File: src/sv/navdata_packet_tlv_parser_top_defines.svh
// Assertion macros shared by the parser modules.
`ifndef NAVDATA_PACKET_TLV_PARSER_TOP_DEFINES_SVH
`define NAVDATA_PACKET_TLV_PARSER_TOP_DEFINES_SVH

// A condition that holds at every clock edge outside reset.
`define NTLV_ASSERT_NOW(label, clk, rst, cond, msg) \
   label: assert property (@(posedge clk) disable iff (rst) (cond)) else $error(msg);

// An implication checked in the same cycle.
`define NTLV_ASSERT_IMP(label, clk, rst, ante, cons, msg) \
   label: assert property (@(posedge clk) disable iff (rst) (ante) |-> (cons)) else $error(msg);

// An implication whose consequent is checked in the cycle after the antecedent.
`define NTLV_ASSERT_NXT(label, clk, rst, ante, cons, msg) \
   label: assert property (@(posedge clk) disable iff (rst) (ante) |=> (cons)) else $error(msg);

`endif

File: src/sv/ntlv_pkg.sv
package ntlv_pkg;

   typedef struct packed {
      logic [7:0] packet_byte;
      logic       end_of_packet;
   } ntlv_req_type;

   typedef struct packed {
      logic [4:0]  field_code;
      logic [1:0]  tag_index;
      logic [31:0] field_value;
      logic [1:0]  packet_status;
      logic        last_of_packet;
   } ntlv_rsp_type;

   // Up to two results leave the decoder for one byte; with two, the end word is second.
   typedef struct packed {
      logic [1:0]   num;
      ntlv_rsp_type first;
      ntlv_rsp_type second;
   } ntlv_push_type;

   typedef struct packed {
      logic [15:0] demo_tag;
      logic [15:0] vis_tag;
   } ntlv_cfg_type;

   typedef enum logic [2:0] {
      PH_HEADER,
      PH_STATUS,
      PH_SEQ,
      PH_SKIP,
      PH_TAG,
      PH_LEN,
      PH_BODY,
      PH_DRAIN
   } ntlv_phase_type;

   localparam logic [4:0] CODE_STATUS     = 5'd0;
   localparam logic [4:0] CODE_SEQUENCE   = 5'd1;
   localparam logic [4:0] CODE_CTRL_STATE = 5'd2;
   localparam logic [4:0] CODE_DEMO_BASE  = 5'd2;
   localparam logic [4:0] CODE_TAG_COUNT  = 5'd11;
   localparam logic [4:0] CODE_TAG_TYPE   = 5'd12;
   localparam logic [4:0] CODE_END        = 5'd18;

   localparam logic [1:0] ST_BUSY       = 2'd0;
   localparam logic [1:0] ST_OK         = 2'd1;
   localparam logic [1:0] ST_BAD_HEADER = 2'd2;
   localparam logic [1:0] ST_ZERO_LEN   = 2'd3;

   localparam logic REG_DEMO_TAG = 1'b0;
   localparam logic REG_VIS_TAG  = 1'b1;

   localparam logic [15:0] DEMO_TAG_RESET = 16'd0;
   localparam logic [15:0] VIS_TAG_RESET  = 16'd16;

   localparam logic [31:0] MAGIC_WORD       = 32'h5566_7788;
   localparam logic [15:0] OPT_HEADER_BYTES = 16'd4;
   localparam logic [15:0] DEMO_LAST_WORD   = 16'd8;
   localparam logic [15:0] WORD_COUNT_MAX   = 16'hFFFF;
   localparam logic [2:0]  VISION_COLUMNS   = 3'd6;
   localparam logic [30:0] MAX_TAGS         = 31'd4;

   localparam int FIFO_DEPTH = 8;
   localparam int FIFO_AW    = 3;
   localparam int FIFO_CW    = 4;

endpackage

File: src/sv/ntlv_csr.sv
module ntlv_csr (
   input  logic                  clock,
   input  logic                  reset,
   input  logic                  psel,
   input  logic                  penable,
   input  logic                  pwrite,
   input  logic [2:0]            paddr,
   input  logic [31:0]           pwdata,
   output logic [31:0]           prdata,
   output logic                  pready,
   output ntlv_pkg::ntlv_cfg_type cfg
);

   logic [15:0] demo_ff, demo_in;
   logic [15:0] vision_ff, vision_in;
   logic        wr_en;

   assign wr_en  = psel & penable & pwrite;
   assign pready = 1'b1;

   always_comb begin
      demo_in   = demo_ff;
      vision_in = vision_ff;
      if (wr_en) begin
         unique case (paddr[2])
            ntlv_pkg::REG_DEMO_TAG: demo_in   = pwdata[15:0];
            ntlv_pkg::REG_VIS_TAG:  vision_in = pwdata[15:0];
            default:                demo_in   = demo_ff;
         endcase
      end
   end

   always_comb begin
      prdata = 32'd0;
      if (paddr[1:0] == 2'd0) begin
         unique case (paddr[2])
            ntlv_pkg::REG_DEMO_TAG: prdata = {16'd0, demo_ff};
            ntlv_pkg::REG_VIS_TAG:  prdata = {16'd0, vision_ff};
            default:                prdata = 32'd0;
         endcase
      end
   end

   always_ff @(posedge clock) begin
      if (reset) begin
         demo_ff   <= ntlv_pkg::DEMO_TAG_RESET;
         vision_ff <= ntlv_pkg::VIS_TAG_RESET;
      end else begin
         demo_ff   <= demo_in;
         vision_ff <= vision_in;
      end
   end

   assign cfg.demo_tag = demo_ff;
   assign cfg.vis_tag  = vision_ff;

endmodule

File: src/sv/ntlv_decode.sv
`include "navdata_packet_tlv_parser_top_defines.svh"

module ntlv_decode (
   input  logic                   clock,
   input  logic                   reset,
   input  logic                   in_accept,
   input  ntlv_pkg::ntlv_req_type in_data,
   input  ntlv_pkg::ntlv_cfg_type cfg,
   output logic                   busy,
   output ntlv_pkg::ntlv_push_type push
);

   logic                     stage_vld_ff;
   ntlv_pkg::ntlv_req_type   stage_ff;

   ntlv_pkg::ntlv_phase_type phase_ff, phase_in;
   logic [23:0]              asm_ff, asm_in;
   logic [1:0]               biw_ff, biw_in;
   logic [15:0]              tag_ff, tag_in;
   logic [15:0]              left_ff, left_in;
   logic [15:0]              wio_ff, wio_in;
   logic [31:0]              vcount_ff, vcount_in;
   logic [2:0]               col_ff, col_in;
   logic [30:0]              row_ff, row_in;
   logic                     err_ff, err_in;

   logic [7:0]               b;
   logic [31:0]              word;
   logic [15:0]              half;
   logic                     complete;
   logic [30:0]              row_next;
   logic                     fld_vld;
   ntlv_pkg::ntlv_rsp_type   fld;
   logic                     end_vld;
   ntlv_pkg::ntlv_rsp_type   end_rsp;

   assign b        = stage_ff.packet_byte;
   assign word     = {b, asm_ff};
   assign half     = {b, asm_ff[7:0]};
   assign complete = (biw_ff == 2'd3);
   assign row_next = row_ff + 31'd1;
   assign busy     = stage_vld_ff;

   always_comb begin
      phase_in  = phase_ff;
      asm_in    = asm_ff;
      biw_in    = biw_ff;
      tag_in    = tag_ff;
      left_in   = left_ff;
      wio_in    = wio_ff;
      vcount_in = vcount_ff;
      col_in    = col_ff;
      row_in    = row_ff;
      err_in    = err_ff;
      fld_vld   = 1'b0;
      fld       = '0;
      end_vld   = 1'b0;
      end_rsp   = '0;
      push      = '0;

      if (stage_vld_ff) begin
         unique case (phase_ff)
            ntlv_pkg::PH_HEADER, ntlv_pkg::PH_STATUS,
            ntlv_pkg::PH_SEQ, ntlv_pkg::PH_SKIP: begin
               if (!complete) begin
                  asm_in = asm_ff | (24'(b) << {biw_ff, 3'b000});
                  biw_in = biw_ff + 2'd1;
               end else begin
                  asm_in = '0;
                  biw_in = '0;
                  unique case (phase_ff)
                     ntlv_pkg::PH_HEADER: begin
                        if (word != ntlv_pkg::MAGIC_WORD) begin
                           err_in               = 1'b1;
                           phase_in             = ntlv_pkg::PH_DRAIN;
                           fld_vld              = 1'b1;
                           fld.field_code       = ntlv_pkg::CODE_END;
                           fld.packet_status    = ntlv_pkg::ST_BAD_HEADER;
                           fld.last_of_packet   = 1'b1;
                        end else begin
                           phase_in = ntlv_pkg::PH_STATUS;
                        end
                     end
                     ntlv_pkg::PH_STATUS: begin
                        fld_vld         = 1'b1;
                        fld.field_code  = ntlv_pkg::CODE_STATUS;
                        fld.field_value = word;
                        phase_in        = ntlv_pkg::PH_SEQ;
                     end
                     ntlv_pkg::PH_SEQ: begin
                        fld_vld         = 1'b1;
                        fld.field_code  = ntlv_pkg::CODE_SEQUENCE;
                        fld.field_value = word;
                        phase_in        = ntlv_pkg::PH_SKIP;
                     end
                     default: phase_in = ntlv_pkg::PH_TAG;
                  endcase
               end
            end
            ntlv_pkg::PH_TAG: begin
               if (biw_ff == 2'd0) begin
                  asm_in = {16'd0, b};
                  biw_in = 2'd1;
               end else begin
                  tag_in   = half;
                  asm_in   = '0;
                  biw_in   = '0;
                  phase_in = ntlv_pkg::PH_LEN;
               end
            end
            ntlv_pkg::PH_LEN: begin
               if (biw_ff == 2'd0) begin
                  asm_in = {16'd0, b};
                  biw_in = 2'd1;
               end else begin
                  asm_in = '0;
                  biw_in = '0;
                  if (half == 16'd0) begin
                     err_in             = 1'b1;
                     phase_in           = ntlv_pkg::PH_DRAIN;
                     fld_vld            = 1'b1;
                     fld.field_code     = ntlv_pkg::CODE_END;
                     fld.packet_status  = ntlv_pkg::ST_ZERO_LEN;
                     fld.last_of_packet = 1'b1;
                  end else if (half <= ntlv_pkg::OPT_HEADER_BYTES) begin
                     phase_in = ntlv_pkg::PH_TAG;
                  end else begin
                     left_in   = half - ntlv_pkg::OPT_HEADER_BYTES;
                     wio_in    = '0;
                     vcount_in = '0;
                     row_in    = '0;
                     col_in    = '0;
                     phase_in  = ntlv_pkg::PH_BODY;
                  end
               end
            end
            ntlv_pkg::PH_BODY: begin
               if (!complete) begin
                  asm_in = asm_ff | (24'(b) << {biw_ff, 3'b000});
                  biw_in = biw_ff + 2'd1;
               end else begin
                  asm_in = '0;
                  biw_in = '0;
                  // Demo decoding wins when both tags are programmed alike.
                  if (tag_ff == cfg.demo_tag) begin
                     if (wio_ff == 16'd0) begin
                        fld_vld         = 1'b1;
                        fld.field_code  = ntlv_pkg::CODE_CTRL_STATE;
                        fld.field_value = {16'd0, word[31:16]};
                     end else if (wio_ff <= ntlv_pkg::DEMO_LAST_WORD) begin
                        fld_vld         = 1'b1;
                        fld.field_code  = 5'(wio_ff[3:0]) + ntlv_pkg::CODE_DEMO_BASE;
                        fld.field_value = word;
                     end
                  end else if (tag_ff == cfg.vis_tag) begin
                     if (wio_ff == 16'd0) begin
                        vcount_in       = word;
                        row_in          = '0;
                        col_in          = '0;
                        fld_vld         = 1'b1;
                        fld.field_code  = ntlv_pkg::CODE_TAG_COUNT;
                        fld.field_value = word;
                     end else if ((vcount_ff != 32'd0) && !vcount_ff[31]
                                  && (col_ff < ntlv_pkg::VISION_COLUMNS)) begin
                        if (row_ff < ntlv_pkg::MAX_TAGS) begin
                           fld_vld         = 1'b1;
                           fld.field_code  = ntlv_pkg::CODE_TAG_TYPE + 5'(col_ff);
                           fld.tag_index   = row_ff[1:0];
                           fld.field_value = word;
                        end
                        // Words come column by column: every row of one field, then the next.
                        if ({1'b0, row_next} >= vcount_ff) begin
                           row_in = '0;
                           col_in = col_ff + 3'd1;
                        end else begin
                           row_in = row_next;
                        end
                     end
                  end
                  if (wio_ff != ntlv_pkg::WORD_COUNT_MAX) begin
                     wio_in = wio_ff + 16'd1;
                  end
               end
               if (left_ff <= 16'd1) begin
                  left_in  = '0;
                  asm_in   = '0;
                  biw_in   = '0;
                  phase_in = ntlv_pkg::PH_TAG;
               end else begin
                  left_in = left_ff - 16'd1;
               end
            end
            default: phase_in = phase_ff;
         endcase

         if (stage_ff.end_of_packet) begin
            if (!err_in) begin
               end_vld                = 1'b1;
               end_rsp.field_code     = ntlv_pkg::CODE_END;
               end_rsp.packet_status  = (phase_in == ntlv_pkg::PH_HEADER) ?
                                        ntlv_pkg::ST_BAD_HEADER : ntlv_pkg::ST_OK;
               end_rsp.last_of_packet = 1'b1;
            end
            phase_in  = ntlv_pkg::PH_HEADER;
            asm_in    = '0;
            biw_in    = '0;
            tag_in    = '0;
            left_in   = '0;
            wio_in    = '0;
            vcount_in = '0;
            col_in    = '0;
            row_in    = '0;
            err_in    = 1'b0;
         end

         if (fld_vld && end_vld) begin
            push.num    = 2'd2;
            push.first  = fld;
            push.second = end_rsp;
         end else if (fld_vld) begin
            push.num   = 2'd1;
            push.first = fld;
         end else if (end_vld) begin
            push.num   = 2'd1;
            push.first = end_rsp;
         end
      end
   end

   always_ff @(posedge clock) begin
      if (in_accept) begin
         stage_ff <= in_data;
      end
   end

   always_ff @(posedge clock) begin
      if (reset) begin
         stage_vld_ff <= 1'b0;
         phase_ff     <= ntlv_pkg::PH_HEADER;
         asm_ff       <= '0;
         biw_ff       <= '0;
         tag_ff       <= '0;
         left_ff      <= '0;
         wio_ff       <= '0;
         vcount_ff    <= '0;
         col_ff       <= '0;
         row_ff       <= '0;
         err_ff       <= 1'b0;
      end else begin
         stage_vld_ff <= in_accept;
         phase_ff     <= phase_in;
         asm_ff       <= asm_in;
         biw_ff       <= biw_in;
         tag_ff       <= tag_in;
         left_ff      <= left_in;
         wio_ff       <= wio_in;
         vcount_ff    <= vcount_in;
         col_ff       <= col_in;
         row_ff       <= row_in;
         err_ff       <= err_in;
      end
   end

   `NTLV_ASSERT_IMP(a_error_drains, clock, reset, err_ff, phase_ff == ntlv_pkg::PH_DRAIN, "error flag outside drain phase")
   `NTLV_ASSERT_IMP(a_pair_ends_packet, clock, reset, push.num == 2'd2, push.second.last_of_packet && (push.second.field_code == ntlv_pkg::CODE_END), "second word of a pair is not the packet end")
   `NTLV_ASSERT_IMP(a_half_word_count, clock, reset, (phase_ff == ntlv_pkg::PH_TAG) || (phase_ff == ntlv_pkg::PH_LEN), biw_ff <= 2'd1, "byte count too high in tag or length field")

endmodule

File: src/sv/ntlv_fifo.sv
`include "navdata_packet_tlv_parser_top_defines.svh"

module ntlv_fifo (
   input  logic                    clock,
   input  logic                    reset,
   input  ntlv_pkg::ntlv_push_type push,
   input  logic                    pop,
   output logic                    out_valid,
   output ntlv_pkg::ntlv_rsp_type  out_data,
   output logic [ntlv_pkg::FIFO_CW-1:0] count
);

   ntlv_pkg::ntlv_rsp_type            mem_ff [ntlv_pkg::FIFO_DEPTH];
   logic [ntlv_pkg::FIFO_AW-1:0]      wr_ff, wr_in;
   logic [ntlv_pkg::FIFO_AW-1:0]      rd_ff, rd_in;
   logic [ntlv_pkg::FIFO_CW-1:0]      cnt_ff, cnt_in;
   logic [ntlv_pkg::FIFO_AW-1:0]      wr_second;

   assign wr_second = wr_ff + ntlv_pkg::FIFO_AW'(1);
   assign out_valid = (cnt_ff != '0);
   assign out_data  = mem_ff[rd_ff];
   assign count     = cnt_ff;

   always_comb begin
      wr_in  = wr_ff + ntlv_pkg::FIFO_AW'(push.num);
      rd_in  = rd_ff + ntlv_pkg::FIFO_AW'(pop);
      cnt_in = cnt_ff + ntlv_pkg::FIFO_CW'(push.num) - ntlv_pkg::FIFO_CW'(pop);
   end

   always_ff @(posedge clock) begin
      if (push.num != 2'd0) begin
         mem_ff[wr_ff] <= push.first;
      end
      if (push.num == 2'd2) begin
         mem_ff[wr_second] <= push.second;
      end
   end

   always_ff @(posedge clock) begin
      if (reset) begin
         wr_ff  <= '0;
         rd_ff  <= '0;
         cnt_ff <= '0;
      end else begin
         wr_ff  <= wr_in;
         rd_ff  <= rd_in;
         cnt_ff <= cnt_in;
      end
   end

   `NTLV_ASSERT_NOW(a_fill_bound, clock, reset, int'(cnt_ff) <= ntlv_pkg::FIFO_DEPTH, "result queue fill beyond depth")
   `NTLV_ASSERT_NOW(a_no_overflow, clock, reset, (int'(cnt_ff) + int'(push.num)) <= ntlv_pkg::FIFO_DEPTH, "result queue would overflow")
   `NTLV_ASSERT_NXT(a_reset_empty, clock, 1'b0, reset, (cnt_ff == '0) && (wr_ff == rd_ff), "result queue not empty after reset")

endmodule

File: src/sv/navdata_packet_tlv_parser_top.sv
// Accepted bytes are registered, decoded, and their words queued for rsp_valid.
// Throughput: one byte per cycle while req_stall is low; a byte that closes a
// packet with a field pending gives two words, drained one per cycle while
// rsp_stall is low from an eight-word result queue.
// Reset is synchronous and active high: the parser returns to the header phase,
// the queue empties and the option tag registers take their default values.
module navdata_packet_tlv_parser_top (
   input  logic                   clock,
   input  logic                   reset,
   input  logic                   req_valid,
   output logic                   req_stall,
   input  ntlv_pkg::ntlv_req_type req_payload,
   output logic                   rsp_valid,
   input  logic                   rsp_stall,
   output ntlv_pkg::ntlv_rsp_type rsp_payload,
   input  logic                   psel,
   input  logic                   penable,
   input  logic                   pwrite,
   input  logic [2:0]             paddr,
   input  logic [31:0]            pwdata,
   output logic [31:0]            prdata,
   output logic                   pready
);

   ntlv_pkg::ntlv_cfg_type        cfg;
   ntlv_pkg::ntlv_push_type       push;
   logic                          busy;
   logic                          in_accept;
   logic                          pop;
   logic [ntlv_pkg::FIFO_CW-1:0]  count;
   logic [ntlv_pkg::FIFO_CW:0]    committed;

   // Room is kept for two words from the byte in decode and two from the next one.
   assign committed = {1'b0, count} + (busy ? (ntlv_pkg::FIFO_CW+1)'(2) : '0);
   assign req_stall = (committed > (ntlv_pkg::FIFO_CW+1)'(ntlv_pkg::FIFO_DEPTH - 2));
   assign in_accept = req_valid & ~req_stall;
   assign pop       = rsp_valid & ~rsp_stall;

   ntlv_csr u_csr (
      .clock   (clock),
      .reset   (reset),
      .psel    (psel),
      .penable (penable),
      .pwrite  (pwrite),
      .paddr   (paddr),
      .pwdata  (pwdata),
      .prdata  (prdata),
      .pready  (pready),
      .cfg     (cfg)
   );

   ntlv_decode u_decode (
      .clock     (clock),
      .reset     (reset),
      .in_accept (in_accept),
      .in_data   (req_payload),
      .cfg       (cfg),
      .busy      (busy),
      .push      (push)
   );

   ntlv_fifo u_fifo (
      .clock     (clock),
      .reset     (reset),
      .push      (push),
      .pop       (pop),
      .out_valid (rsp_valid),
      .out_data  (rsp_payload),
      .count     (count)
   );

endmodule
File: config.mk
export PLATFORM = sky130hd
export DESIGN_NAME = navdata_packet_tlv_parser_top
export DESIGN_NICKNAME = d
export VERILOG_FILES = /design/src/sv/ntlv_pkg.sv /design/src/sv/ntlv_csr.sv /design/src/sv/ntlv_decode.sv /design/src/sv/ntlv_fifo.sv /design/src/sv/navdata_packet_tlv_parser_top.sv
export VERILOG_INCLUDE_DIRS = /design/src /design/src/sv
export SDC_FILE = /design/constraint.sdc
export NUM_CORES = 1
export LEC_CHECK = 0
export BUFFER_PORTS_ARGS = -buffer_cell sky130_fd_sc_hd__buf_2
export CAP_MARGIN = 20
export CELL_PAD_IN_SITES_DETAIL_PLACEMENT = 0
export CELL_PAD_IN_SITES_GLOBAL_PLACEMENT = 1
export CORE_MARGIN = 8
export CORE_UTILIZATION = 40
export CTS_CLUSTER_SIZE = 20
export DETAILED_ROUTE_END_ITERATION = 7
export GPL_ROUTABILITY_DRIVEN = 0
export GPL_TIMING_DRIVEN = 0
export PLACE_DENSITY = 0.74
export SLEW_MARGIN = 20
export SYNTH_ARGS = -nofsm -noshare
export SYNTH_HDL_FRONTEND = slang
export SYNTH_SLANG_ARGS = --single-unit
File: constraint.sdc
create_clock -name clock -period 10.4 [get_ports clock]
set_input_delay 0 -clock clock [delete_from_list [all_inputs] [get_ports clock]]
set_output_delay 0 -clock clock [all_outputs]
set_load 0.02 [all_outputs]
After elaboration in Yosys (flattened, before gate mapping):

Memories as Yosys holds them, arrays and structs flattened. A register that Yosys moved wholly into a read port is not among the register bits.
Cells that the tools add are included.

* bits in registers: 196
* RAM bits: 336
* input bits: 51
* output and inout port bits: 77
* logic and storage cells: 247
* memories: 1

Memory list
* u_fifo.mem_ff: words 8, bits a word 42, read ports 1, clocked after Yosys merged registers in 1, wr ports 2, line ntlv_fifo.sv:13 `ntlv_pkg::ntlv_rsp_type mem_ff [ntlv_pkg::FIFO_DEPTH];`

* add/subtract/negate cells: 14
* $lt $le $gt $ge: 7
* equality and inequality tests: 23
* shifts and indexed selects: 1
* mux-type cells: 147
* bitwise logic cells: 8
* reductions and logical operators: 28

Operators with widths (count)
* $mux W32: 14
* $mux W39: 10
* $mux W31: 10
* $mux W16: 14
* $pmux W32 S2: 3
* $mux W44: 2
* $mux W86: 1
* $mux W24: 3
* $mux W3: 24
* $pmux W24 S3: 1
* $pmux W16 S2: 2
* $pmux W31 S2: 1
* $mux W5: 10
* $mux W43: 1
* $mux W42: 1
* $mux W35: 1
* $eq A16 B16 Y1: 2
* $ge A31 B32 Y1: 1
* $logic_not A16 Y1: 2
* $ne A32 B31 Y1 const B: 1
* $reduce_bool A32 Y1: 1
* $add A31 B1 Y31 const B: 1
* $lt A31 B3 Y1 const B: 1
* $mux W1: 28
* 55 further kinds: 93

Longest topological paths before layout:

Gate-level depths: netlist of run 1.

* word-level depth: 21
* depth in mapped cells: 20
* depth with buffers taken out: 17

By module:

Synthesis of run 1 repeated with hierarchy kept, for this count alone.

* cell total of the unflattened synthesis: 2317
* area total of the unflattened synthesis: 28808.9 um2

Modules (own cells, without submodules)
* ntlv_fifo: instances 1, cells an instance 935, area each 17202.7 um2, sequential area each 10289.9 um2
* ntlv_decode: instances 1, cells an instance 1192, area each 9766.9 um2, sequential area each 3173.0 um2
* ntlv_csr: instances 1, cells an instance 181, area each 1771.7 um2, sequential area each 640.6 um2
* navdata_packet_tlv_parser_top: instances 1, cells an instance 9, area each 67.6 um2, sequential area each 0.0 um2

Least setup slack after synthesis of run 1:

Ideal clock, no wire load.

* path kind: register -> register
* start point: reg u_decode.row_ff[0]
* end point: reg u_decode.row_ff[2]
* arrival: 4.477 ns
* setup slack: 5.852 ns
* stages on the path, launching flop included: 21
* path buffers: 4
* clock period less this slack: 4.548 ns
* cell sequence: dfxtp_1 > ha_1 > nand3_1 > or3_1 > clkbuf_1 > or3_1 > clkbuf_1 > or2_1 > nor3_1 > xor2_1 > ha_1 > nand4b_1 > or2_2 > nor3_1 > a2111oi_0 > o311ai_0 > nor2_1 > buf_2 > buf_2 > nand4b_1 > a21oi_1

* word-level cells in the longest chain between the ends: 10

Ends and longest elaborated chain
* from (decl): line ntlv_decode.sv:24 `logic [30:0] row_ff, row_in;`
* from (signal assigned): line ntlv_decode.sv:259 `row_ff <= row_in;`
* $add A31 B1 Y31 (*): line ntlv_decode.sv:41 `assign row_next = row_ff + 31'd1;`
* $ge A31 B32 Y1: line ntlv_decode.sv:172 `if ({1'b0, row_next} >= vcount_ff) begin`
* $mux W31 (*): line ntlv_decode.sv:172
* $mux W31 (*): line ntlv_decode.sv:163 `end else if ((vcount_ff != 32'd0) && !vcount_ff[31]`
* $mux W31 (*): line ntlv_decode.sv:156 `if (wio_ff == 16'd0) begin`
* $mux W31 (*): line ntlv_decode.sv:155 `end else if (tag_ff == cfg.vis_tag) begin`
* $mux W31 (*): line ntlv_decode.sv:145 `if (tag_ff == cfg.demo_tag) begin`
* $mux W31 (*): line ntlv_decode.sv:138 `if (!complete) begin`
* $pmux W31 S2 (*): line ntlv_decode.sv:62 `unique case (phase_ff)`
* $mux W31 (*): line ntlv_decode.sv:196 `if (stage_ff.end_of_packet) begin`

Mark *: on every way between the ends. The rest lies on a longest branch, timed or not. The select of a mux whose other input is x is not followed.
A chain may end at the register's enable or synchronous reset.

Final worst setup path of run 1:

* start point: reg u_decode.row_ff[0]
* end point: reg u_decode.row_ff[22]

Same word-level chain as after synthesis.

==> qor.txt, run 1 <==
outcome: finished, final reports clean
largest family of logic cells by synthesized area: simple AND/OR/NAND/NOR gates
number of setup violations in the final report: 0
sequential-to-total area share from yosys stat: 45.3%
placed cells: 3630
crit path kind: reg2reg
Setup WS post-layout: 4.29 ns
Setup TNS Final: 0 ns
largest net degree at the start of global routing: 19
fin util: 46.4%
clock root cell: clkbuf_16
fmax: 164 MHz
Tmin final: 6.11 ns
Die Span Y: 264 um
static leakage: 10.4 nW
Post-Synth Simple-Gate Area: 17.6%
fraction of the mapped netlist area in adder cells: 3.17%
Synthesis Warnings: 0
post_cts resized: 0
Reg area: 11100 um^2
Non-Filler Instances: 3777
Tot Pwr: 4.85 mW
number of I/O pins: 128
Post-CTS Setup Repair Bufs: 0
Initial Util: 40.1%
crit start category: flop
Post-synth ARST share: 0%
vias in the first global route: 21100
Top delay family on crit path: simple AND/OR/NAND/NOR gates
Post-synth EDFFs: 49
Synth Cell Area: 24600 um^2
most frequent cell after synthesis: nand2_1
CTS Buffer Depth: 3
DR pass1 iterations: 8
setup repair after global routing missed its margin: false
crit path cell chain: ha_1 > nand3_1 > or3_1 > clkbuf_1 > or3_1 > clkbuf_1 > or2_1 > nor3_1 > xor2_1 > ha_1 > nand4b_1 > or2_2 > nor3_1 > a2111oi_0 > o311ai_0 > nor2_1 > buf_2 > buf_2 > nand3_1 > a21oi_1
vias per std cell: 5.57
initial drt markers: 1404
largest area contributor in the netlist: dfxtp_1
clk sinks: 532
clock latency on the worst-skew pair: 0.66 ns
grt total ovfl: 0
worst path bufs/invs: 4
Unique masters post-synth: 83
NumNets Final: 3053
max cap viols: 0
critical path endpoint category: flop
CTS clk-pin slew, worst paths: 0.06 ns
drt drc: 0
mux cell area share after synthesis: 10.4%
share of layout cells above drive strength 1: 12.0%
Core Box Area: 61300 um^2
syn_area_per_cell: 8.99 um^2
hpwl dp: 56.5 mm
Placement Cell Area: 26100 um^2
H-tree levels: 2
complex-gate fraction of the synthesized area: 15.7%
ranking of synthesized cells by area: dfxtp_1, mux4_2, nand2_1
power per cell area: 171 nW/um^2
drt total wl: 76.8 mm
Area growth syn-to-layout: 15.6%
Tcrit/Tclk final: 58.8%
Die ar.: 69600 um^2
CTS tree: built
Hold WC Path Type: in2reg
Worst Path Arrival: 6.65 ns
worst slack, placed: 4.27 ns
endpoints failing hold: 0
skew final: 0.0496 ns
antenna cells: 0
Non-Filler Cell Area, Final: 28400 um^2
Multi-input gate area: 12400 um^2
Cells after Synth: 2733
initial antenna violation count: 0
vias: 21000
CTS buffer count: 59
FILL cells: 5893
largest stage delay on the critical path: 0.73 ns
top_reg_cell synth: dfxtp_1
max-slew violation count: 0
VDD IR max: 0.120 mV
# port buffers: 92
Slew HR: 30.4%
Max FO, Critical Path: 10
post-synth top area share: 39.3%
DR WL/cell: 20.3 um
CP Data Required Time: 10.94 ns
first-pass GRT wire length: 120 mm
Cell Rows: 91
Slowest-stage cell, CP: a2111oi_0
XOR/XNOR Fraction of Synth Area: 3.42%
die width: 264 um
ANT nets after route: 0
Post-synth top cells: nand2_1, dfxtp_1, o21ai_0
post-synthesis register bit count: 532
worst-margin pin slew: 1.04 ns
GRT Total Usage: 21.4%
hold_ws: 0.0633 ns
[routing by layer]
metal  track usage (%)  part of all wire (%)  vias to the layer above
li1                  -                     -                    10100
met1              27.5                    44                    10200
met2              36.6                    48                      658
met3              2.90                   5.5                      171
met4              7.60                   3.4                        0
met5                 0                     0                        -
[state kept, by name (all words and copies together) (netlist names), 4 cells and up]
| name | flops |
|---|---|
| u_csr.demo_ff | 16 |
| u_decode.vcount_ff | 32 |
| u_decode.row_ff | 31 |
| u_decode.wio_ff | 16 |
| u_decode.b | 8 |
| u_decode.left_ff | 16 |
| u_decode.tag_ff | 16 |
| u_decode.asm_ff | 24 |
| u_csr.vision_ff | 16 |
| u_fifo.count | 4 |
| u_fifo.mem_ff | 336 |
[kinds of logic after synthesis]
family / Yosys count
XOR/XNOR: 96
flip-flops: 532
AND/OR/NAND/NOR: 964
other: 2
multiplexers: 144
adder cells (fa/ha/maj): 61
AO/OA/AOI/OAI: 668
buffers and inverters: 266
[cells in the final DEF (no fill, tap or decap), drive strengths merged, types with 8 or more instances in the layout]
| cell type | netlist | routed |
|---|---|---|
| clkinv | 1 | 19 |
| mux2i | 17 | 17 |
| nor3 | 38 | 38 |
| mux4 | 84 | 84 |
| edfxtp | 49 | 49 |
| nand4 | 26 | 26 |
| dlygate4sd3 | 0 | 40 |
| a21o | 30 | 30 |
| buf | 42 | 133 |
| nand2b | 10 | 10 |
| and3 | 10 | 10 |
| a22oi | 23 | 23 |
| or3 | 14 | 14 |
| xnor2 | 49 | 49 |
| nor3b | 21 | 21 |
| a21oi | 169 | 169 |
| o21ai | 336 | 336 |
| nor2 | 158 | 158 |
| dfxtp | 483 | 483 |
| or2 | 11 | 11 |
| o31ai | 10 | 10 |
| nand3 | 95 | 95 |
| mux2 | 43 | 43 |
| inv | 72 | 73 |
| clkbuf | 151 | 236 |
| xor2 | 47 | 47 |
| ha | 59 | 59 |
| nor2b | 11 | 11 |
| a31oi | 8 | 8 |
| o22ai | 25 | 25 |
| a22o | 17 | 17 |
| conb | 2 | 17 |
| and4 | 8 | 8 |
| nor4 | 35 | 35 |
| nand2 | 504 | 504 |
| o32ai | 15 | 15 |
[tightest hold or removal path: cells and delay by family]
family,cells,cell delay [ns]
AND/OR/NAND/NOR,3,0.31
buffers and inverters,2,0.26
AO/OA/AOI/OAI,1,0.05
[final timing paths]
check	slack, ns	start	depth (start not counted)	end
max	4.29	u_decode.row_ff[0]	20	u_decode.row_ff[22]
min	0.06	psel	6	u_csr.demo_ff[4]
max reg2reg	4.29	u_decode.row_ff[0]	20	u_decode.row_ff[22]
min reg2reg	0.45	u_fifo.mem_ff[0][28]	2	u_fifo.mem_ff[0][28]
[area by class of cell]
type | count | area share [%]
flip-flops and latches | 532 | 39.2
inverters | 73 | 0.965
well taps | 790 | 3.48
multi-input cells | 1950 | 43.7
repair buffers | 132 | 3.03
clock inverters | 23 | 0.846
clock buffers | 84 | 5.92
plain buffers | 193 | 2.81
[where the power goes]
group / leakage, nW / internal, mW / total (mW) / switching [mW]
Combinational: 5.04 / 0.240 / 0.659 / 0.419
Sequential: 4.39 / 2.10 / 2.13 / 0.0298
Clock: 0.934 / 1.18 / 2.07 / 0.889
Total: 10.4 / 3.52 / 4.85 / 1.34
[timing repair]
action                     in CTS  in global routing
setup endpoints to repair       0                  0
hold buffers                   40                  0
hold endpoints to repair       52                  0
(Power assumes the default switching activity.)
==> run 2, diff against run 1 <==
--- a/config.mk
+++ b/config.mk
@@ -6,6 +6,7 @@
 export SDC_FILE = /design/constraint.sdc
 export NUM_CORES = 1
 export LEC_CHECK = 0
+export ABC_AREA = 1
 export BUFFER_PORTS_ARGS = -buffer_cell sky130_fd_sc_hd__buf_2
 export CAP_MARGIN = 20
 export CELL_PAD_IN_SITES_DETAIL_PLACEMENT = 0
@@ -16,7 +17,7 @@
 export DETAILED_ROUTE_END_ITERATION = 7
 export GPL_ROUTABILITY_DRIVEN = 0
 export GPL_TIMING_DRIVEN = 0
-export PLACE_DENSITY = 0.74
+export PLACE_DENSITY = 0.77
 export SLEW_MARGIN = 20
 export SYNTH_ARGS = -nofsm -noshare
 export SYNTH_HDL_FRONTEND = slang
==> constraint.sdc (replaced) <==
create_clock -name clock -period 6.1 [get_ports clock]
set_input_delay 0 -clock clock [delete_from_list [all_inputs] [get_ports clock]]
set_output_delay 0 -clock clock [all_outputs]
set_load 0.02 [all_outputs]
==> qor.txt, run 2 <==
ANT nets after route: 0
die width: 275 um
Area growth syn-to-layout: 15.0%
clock root cell: clkbuf_16
GRT Total Usage: 25.7%
CTS clk-pin slew, worst paths: 0.06 ns
placed cells: 4846
Worst Path Arrival: 6.19 ns
Synth Cell Area: 26900 um^2
Largest regs: u_fifo.mem_ff (336), u_decode.vcount_ff (32), u_decode.row_ff (31)
Core Box Area: 66900 um^2
most frequent cell after synthesis: nand2_1
antenna cells: 0
grt total ovfl: 0
Slew HR: 19.2%
static leakage: 13.7 nW
most frequent cells in the layout: nand2_1, nor2_1, dfxtp_1, nand3_1, o21ai_0
Post-synth EDFFs: 49
Die Span Y: 275 um
Synthesis Warnings: 0
Cells after Synth: 3863
DR pass1 iterations: 6
crit path kind: reg2reg
max cap viols: 0
Die ar.: 75900 um^2
Tcrit/Tclk final: 92.6%
CTS Buffer Depth: 3
Non-Filler Instances: 4996
DR WL/cell: 19.9 um
worst hold start: req_payload[1]
fmax: 177 MHz
Unique masters post-synth: 58
Tot Pwr: 10.2 mW
largest net degree at the start of global routing: 17
share of layout cells above drive strength 1: 8.34%
top_reg_cell synth: dfxtp_1
worst path bufs/invs: 7
H-tree levels: 2
worst-margin pin slew: 1.21 ns
skew final: 0.0492 ns
crit start category: flop
clk sinks: 532
number of I/O pins: 128
# port buffers: 94
power per cell area: 331 nW/um^2
drt total wl: 99.7 mm
drt drc: 0
post-synth top area share: 35.9%
vias: 26600
Slowest-stage cell, CP: nor2_1
initial drt markers: 2229
Initial Util: 40.2%
VDD IR max: 0.215 mV
Worst path most repeated cell: inv_1
FILL cells: 7046
Tmin final: 5.65 ns
Top delay family on crit path: simple AND/OR/NAND/NOR gates
largest area contributor in the netlist: dfxtp_1
commonest non-fill, non-tap cell in the layout: nand2_1
worst r2r src: u_decode.biw_ff[1]
Post-synth top cells: nand2_1, nor2_1, dfxtp_1
NumNets Final: 4186
setup repair after global routing missed its margin: false
worst slack, placed: 0.602 ns
Max FO, Critical Path: 10
syn_area_per_cell: 6.97 um^2
max-slew violation count: 0
Setup TNS Final: 0 ns
vias per std cell: 5.33
Non-Filler Cell Area, Final: 31000 um^2
crit path launch: u_decode.biw_ff[1]
Post-synth ARST share: 0%
clock latency on the worst-skew pair: 0.66 ns
Hold WC Path Type: in2reg
largest stage delay on the critical path: 0.92 ns
CP Data Required Time: 6.64 ns
first-pass GRT wire length: 152 mm
ranking of synthesized cells by area: dfxtp_1, nand2_1, nor2_1
sequential-to-total area share from yosys stat: 41.4%
max reg flops: 336
hpwl dp: 74.4 mm
post-synthesis register bit count: 532
Placement Cell Area: 28600 um^2
initial antenna violation count: 1
hold_ws: 0.0832 ns
CTS tree: built
CTS buffer count: 60
Setup WS post-layout: 0.450 ns
vias in the first global route: 25500
Cell Rows: 95
crit path cell chain: clkbuf_1 > clkbuf_1 > inv_1 > ha_1 > nor3_2 > nor2_1 > nand2_1 > nor2_1 > ha_1 > nand2_1 > inv_1 > nor2_1 > inv_1 > nand3_1 > inv_1 > nor2_1 > inv_1 > o22ai_1
critical path endpoint category: flop
largest register by flop count: u_fifo.mem_ff
endpoints failing hold: 0
fin util: 46.3%
number of setup violations in the final report: 0
outcome: finished, final reports clean
run 2: cell types whose count changed after synthesis, moves of 22 or more:
| cell | change |
|---|---|
| a21o_1 | -28 |
| a21oi_1 | +22 |
| a22oi_1 | -22 |
| a31oi_1 | +38 |
| buf_2 | +30 |
| inv_1 | +175 |
| mux2_2 | -43 |
| mux4_2 | -84 |
| nand2_1 | +405 |
| nand3_1 | +287 |
| nand4_1 | +26 |
| nor2_1 | +373 |
| o22ai_1 | +45 |
run 2: cell families after synthesis:
logic type / synth area share (%)
AOI/OAI and AO/OA: 14.0
xor gates and xnor gates: 2.50
adders and majority gates: 2.89
buffers and inverters: 8.01
DFF: 41.4
other: 0.0279
and+or+nand+nor: 31.2
run 2: layout make-up:
class / count / area (um^2) / share of cell area [%]
Multi-Input combinational cell: 2820 / 13700 / 44.2
Clock buffer: 92 / 1780 / 5.75
Buffer: 255 / 1140 / 3.67
Inverter: 271 / 1020 / 3.29
Clock inverter: 19 / 233 / 0.751
Tap cell: 873 / 1090 / 3.53
Sequential cell: 532 / 11100 / 36.0
Timing Repair Buffer: 134 / 876 / 2.83
run 2: worst paths after layout:
| path | end | slack (ns) | depth (start not counted) |
|---|---|---|---|
| hold reg to reg | u_fifo.mem_ff[3][18] | 0.45 | 2 |
| setup reg to reg | u_fifo.mem_ff[1][35] | 0.45 | 18 |
| setup / recovery | u_fifo.mem_ff[1][35] | 0.45 | 18 |
| hold / removal | u_decode.b[0] | 0.08 | 2 |
run 2: layer usage:
metal	up-vias	routed length, um	global-route usage [%]
li1	13200	-	-
met3	195	5880	3.01
met2	814	47000	43.8
met1	12500	42700	33.0
met5	-	0	0
met4	0	4080	10.3
run 2: timing repair:
action                    4_1_cts  5_1_grt
hold endpoints to repair       66        0
buffers inserted                0        0
hold buffers                   39        0
gates resized for setup         0        0
run 2: power by group:
group | internal (mW) | leakage [nW] | switching (mW)
sequential | 3.63 | 4.40 | 0.0775
clock | 2.17 | 0.990 | 1.55
combinational | 0.796 | 8.30 | 2.03
total | 6.60 | 13.7 | 3.65
==> run 3, diff against run 2 <==
--- a/config.mk
+++ b/config.mk
@@ -17,7 +17,7 @@
 export DETAILED_ROUTE_END_ITERATION = 7
 export GPL_ROUTABILITY_DRIVEN = 0
 export GPL_TIMING_DRIVEN = 0
-export PLACE_DENSITY = 0.77
+export PLACE_DENSITY = 0.78
 export SLEW_MARGIN = 20
 export SYNTH_ARGS = -nofsm -noshare
 export SYNTH_HDL_FRONTEND = slang
==> qor.txt, run 3 (same netlist as run 2, synthesis figures left out) <==
DR pass1 iterations: 6
Register-to-Register Path Depth: 18
Area growth syn-to-layout: 14.7%
critical path endpoint category: flop
Cell Rows: 95
Die ar.: 75900 um^2
setup repair after global routing missed its margin: false
crit path cell chain: clkbuf_1 > clkbuf_1 > inv_1 > ha_1 > nor3_2 > nor2_1 > nand2_1 > nor2_1 > ha_1 > nand2_1 > inv_1 > nor2_1 > inv_1 > nand3_1 > inv_1 > nor2_1 > inv_1 > o22ai_1
largest net degree at the start of global routing: 17
R2R Setup Slk: 0.34 ns
switching pwr: 3.65 mW
CTS Buffer Depth: 3
max reg flops: 336
Post-CTS Setup Repair Bufs: 0
worst path bufs/invs: 7
max-slew violation count: 0
clock root cell: clkbuf_16
Max FO, Critical Path: 10
Non-Filler Cell Area, Final: 30900 um^2
RR Endpoint: u_fifo.mem_ff[1][36]
grt total ovfl: 0
Largest regs: u_fifo.mem_ff (336), u_decode.vcount_ff (32), u_decode.row_ff (31)
sw frac: 35.7%
Slowest-stage cell, CP: nor2_1
clock latency on the worst-skew pair: 0.66 ns
skew final: 0.0376 ns
met2 GRT Util: 43.9%
sequential share of power: 36.2%
first-pass GRT wire length: 150 mm
initial antenna violation count: 1
max cap viols: 0
ANT nets after route: 0
outcome: finished, final reports clean
antenna cells: 0
Initial Util: 40.2%
number of setup violations in the final report: 0
number of I/O pins: 128
met3 Resource Use GR: 2.94%
share of layout cells above drive strength 1: 8.19%
fin util: 46.1%
Core Box Area: 66900 um^2
CTS clk-pin slew, worst paths: 0.06 ns
hold_ws: 0.0636 ns
clk sinks: 532
vias per std cell: 5.33
Worst path most repeated cell: inv_1
FILL cells: 7013
# port buffers: 94
Worst Path Arrival: 6.31 ns
static leakage: 13.6 nW
met1 Use GR: 32.4%
worst-margin pin slew: 1.18 ns
GRT Max-Usage Layer: met2
largest stage delay on the critical path: 0.88 ns
Hold WC Path Type: in2reg
Clock power frac: 36.4%
die width: 275 um
combinational share of power: 27.4%
Tmin final: 5.76 ns
most frequent cells in the layout: nand2_1, nor2_1, dfxtp_1, nand3_1, o21ai_0
worst r2r src: u_decode.biw_ff[1]
worst hold start: paddr[2]
CTS tree: built
vias: 26600
power per cell area: 331 nW/um^2
largest register by flop count: u_fifo.mem_ff
initial drt markers: 2236
fmax: 174 MHz
crit start category: flop
hold path endpoint: u_csr.vision_ff[1]
hold path cells: 5
endpoints failing hold: 0
drt drc: 0
Placement Cell Area: 28600 um^2
commonest non-fill, non-tap cell in the layout: nand2_1
Tcrit/Tclk final: 94.4%
DR WL/cell: 19.8 um
drt total wl: 98.7 mm
VDD IR max: 0.269 mV
H-tree levels: 2
Top delay family on crit path: simple AND/OR/NAND/NOR gates
CP Data Required Time: 6.65 ns
Die Span Y: 275 um
NumNets Final: 4178
GRT Total Usage: 25.4%
placed cells: 4845
Slew HR: 21.1%
Cell Int Power: 6.58 mW
Setup TNS Final: 0 ns
hpwl dp: 73.6 mm
Non-Filler Instances: 4986
crit path kind: reg2reg
CTS buffer count: 59
vias in the first global route: 25400
run 3: worst register-to-register path: stages (launching register included):
cell	delay (ns)
dfxtp_1	0.33
clkbuf_1	0.42
clkbuf_1	0.48
inv_1	0.10
ha_1	0.28
nor3_2	0.56
nor2_1	0.10
nand2_1	0.10
nor2_1	0.16
ha_1	0.27
nand2_1	0.20
inv_1	0.11
nor2_1	0.54
inv_1	0.13
nand3_1	0.24
inv_1	0.11
nor2_1	0.88
inv_1	0.42
o22ai_1	0.26
run 3: worst max path at each step:
stage                            to                from  slack (ns)  cells after the start
4_1_cts        u_fifo.mem_ff[1][36]  u_decode.biw_ff[1]        0.53                     18
2_1_floorplan   u_fifo.mem_ff[0][0]  u_decode.biw_ff[1]        2.66                     19
3_3_place_gp   u_fifo.mem_ff[2][14]  u_decode.biw_ff[1]        0.40                     17
5_1_grt        u_fifo.mem_ff[1][36]  u_decode.biw_ff[1]        0.14                     18
3_5_place_dp    u_fifo.mem_ff[1][1]  u_decode.biw_ff[1]        0.58                     17
6_report       u_fifo.mem_ff[1][36]  u_decode.biw_ff[1]        0.34                     18
run 3: through the flow:
step	setup WS [ns]	power (mW)
3_3_place_gp	0.403	6.56
5_1_grt	0.141	10.7
3_5_place_dp	0.580	6.55
6_report	0.341	10.2
4_1_cts	0.527	10.3
2_1_floorplan	2.66	5.55
run 3: timing repair:
item                      CTS  global route
hold buffers               33             0
hold endpoints to repair   66             0
gates resized for setup     0             0
run 3: layout make-up:
type / instances / area (um^2) / share of cell area [%]
Multi-Input combinational cell: 2820 / 13700 / 44.4
Sequential cell: 532 / 11100 / 36.1
Clock buffer: 94 / 1780 / 5.76
Buffer: 255 / 1140 / 3.68
Tap cell: 873 / 1090 / 3.54
Inverter: 271 / 1020 / 3.30
Timing Repair Buffer: 127 / 801 / 2.59
Clock inverter: 14 / 210 / 0.681
run 3: power groups by stage:
stage | Sequential, mW | Clock [mW] | Combinational [mW]
finish | 3.70 | 3.72 | 2.80
global route | 3.71 | 3.89 | 3.09
CTS | 3.70 | 3.75 | 2.80
detailed placement | 3.78 | 0 | 2.78
global placement | 3.78 | 0 | 2.78
floorplan | 3.75 | 0 | 1.80
run 3: routing by layer:
layer  wire (um)  part of all wire [%]  vias up
met1       42700                    43    12500
met4        3590                   3.6        0
met2       47000                    48      821
li1            -                     -    13100
met3        5510                   5.6      184
met5           0                     0        -
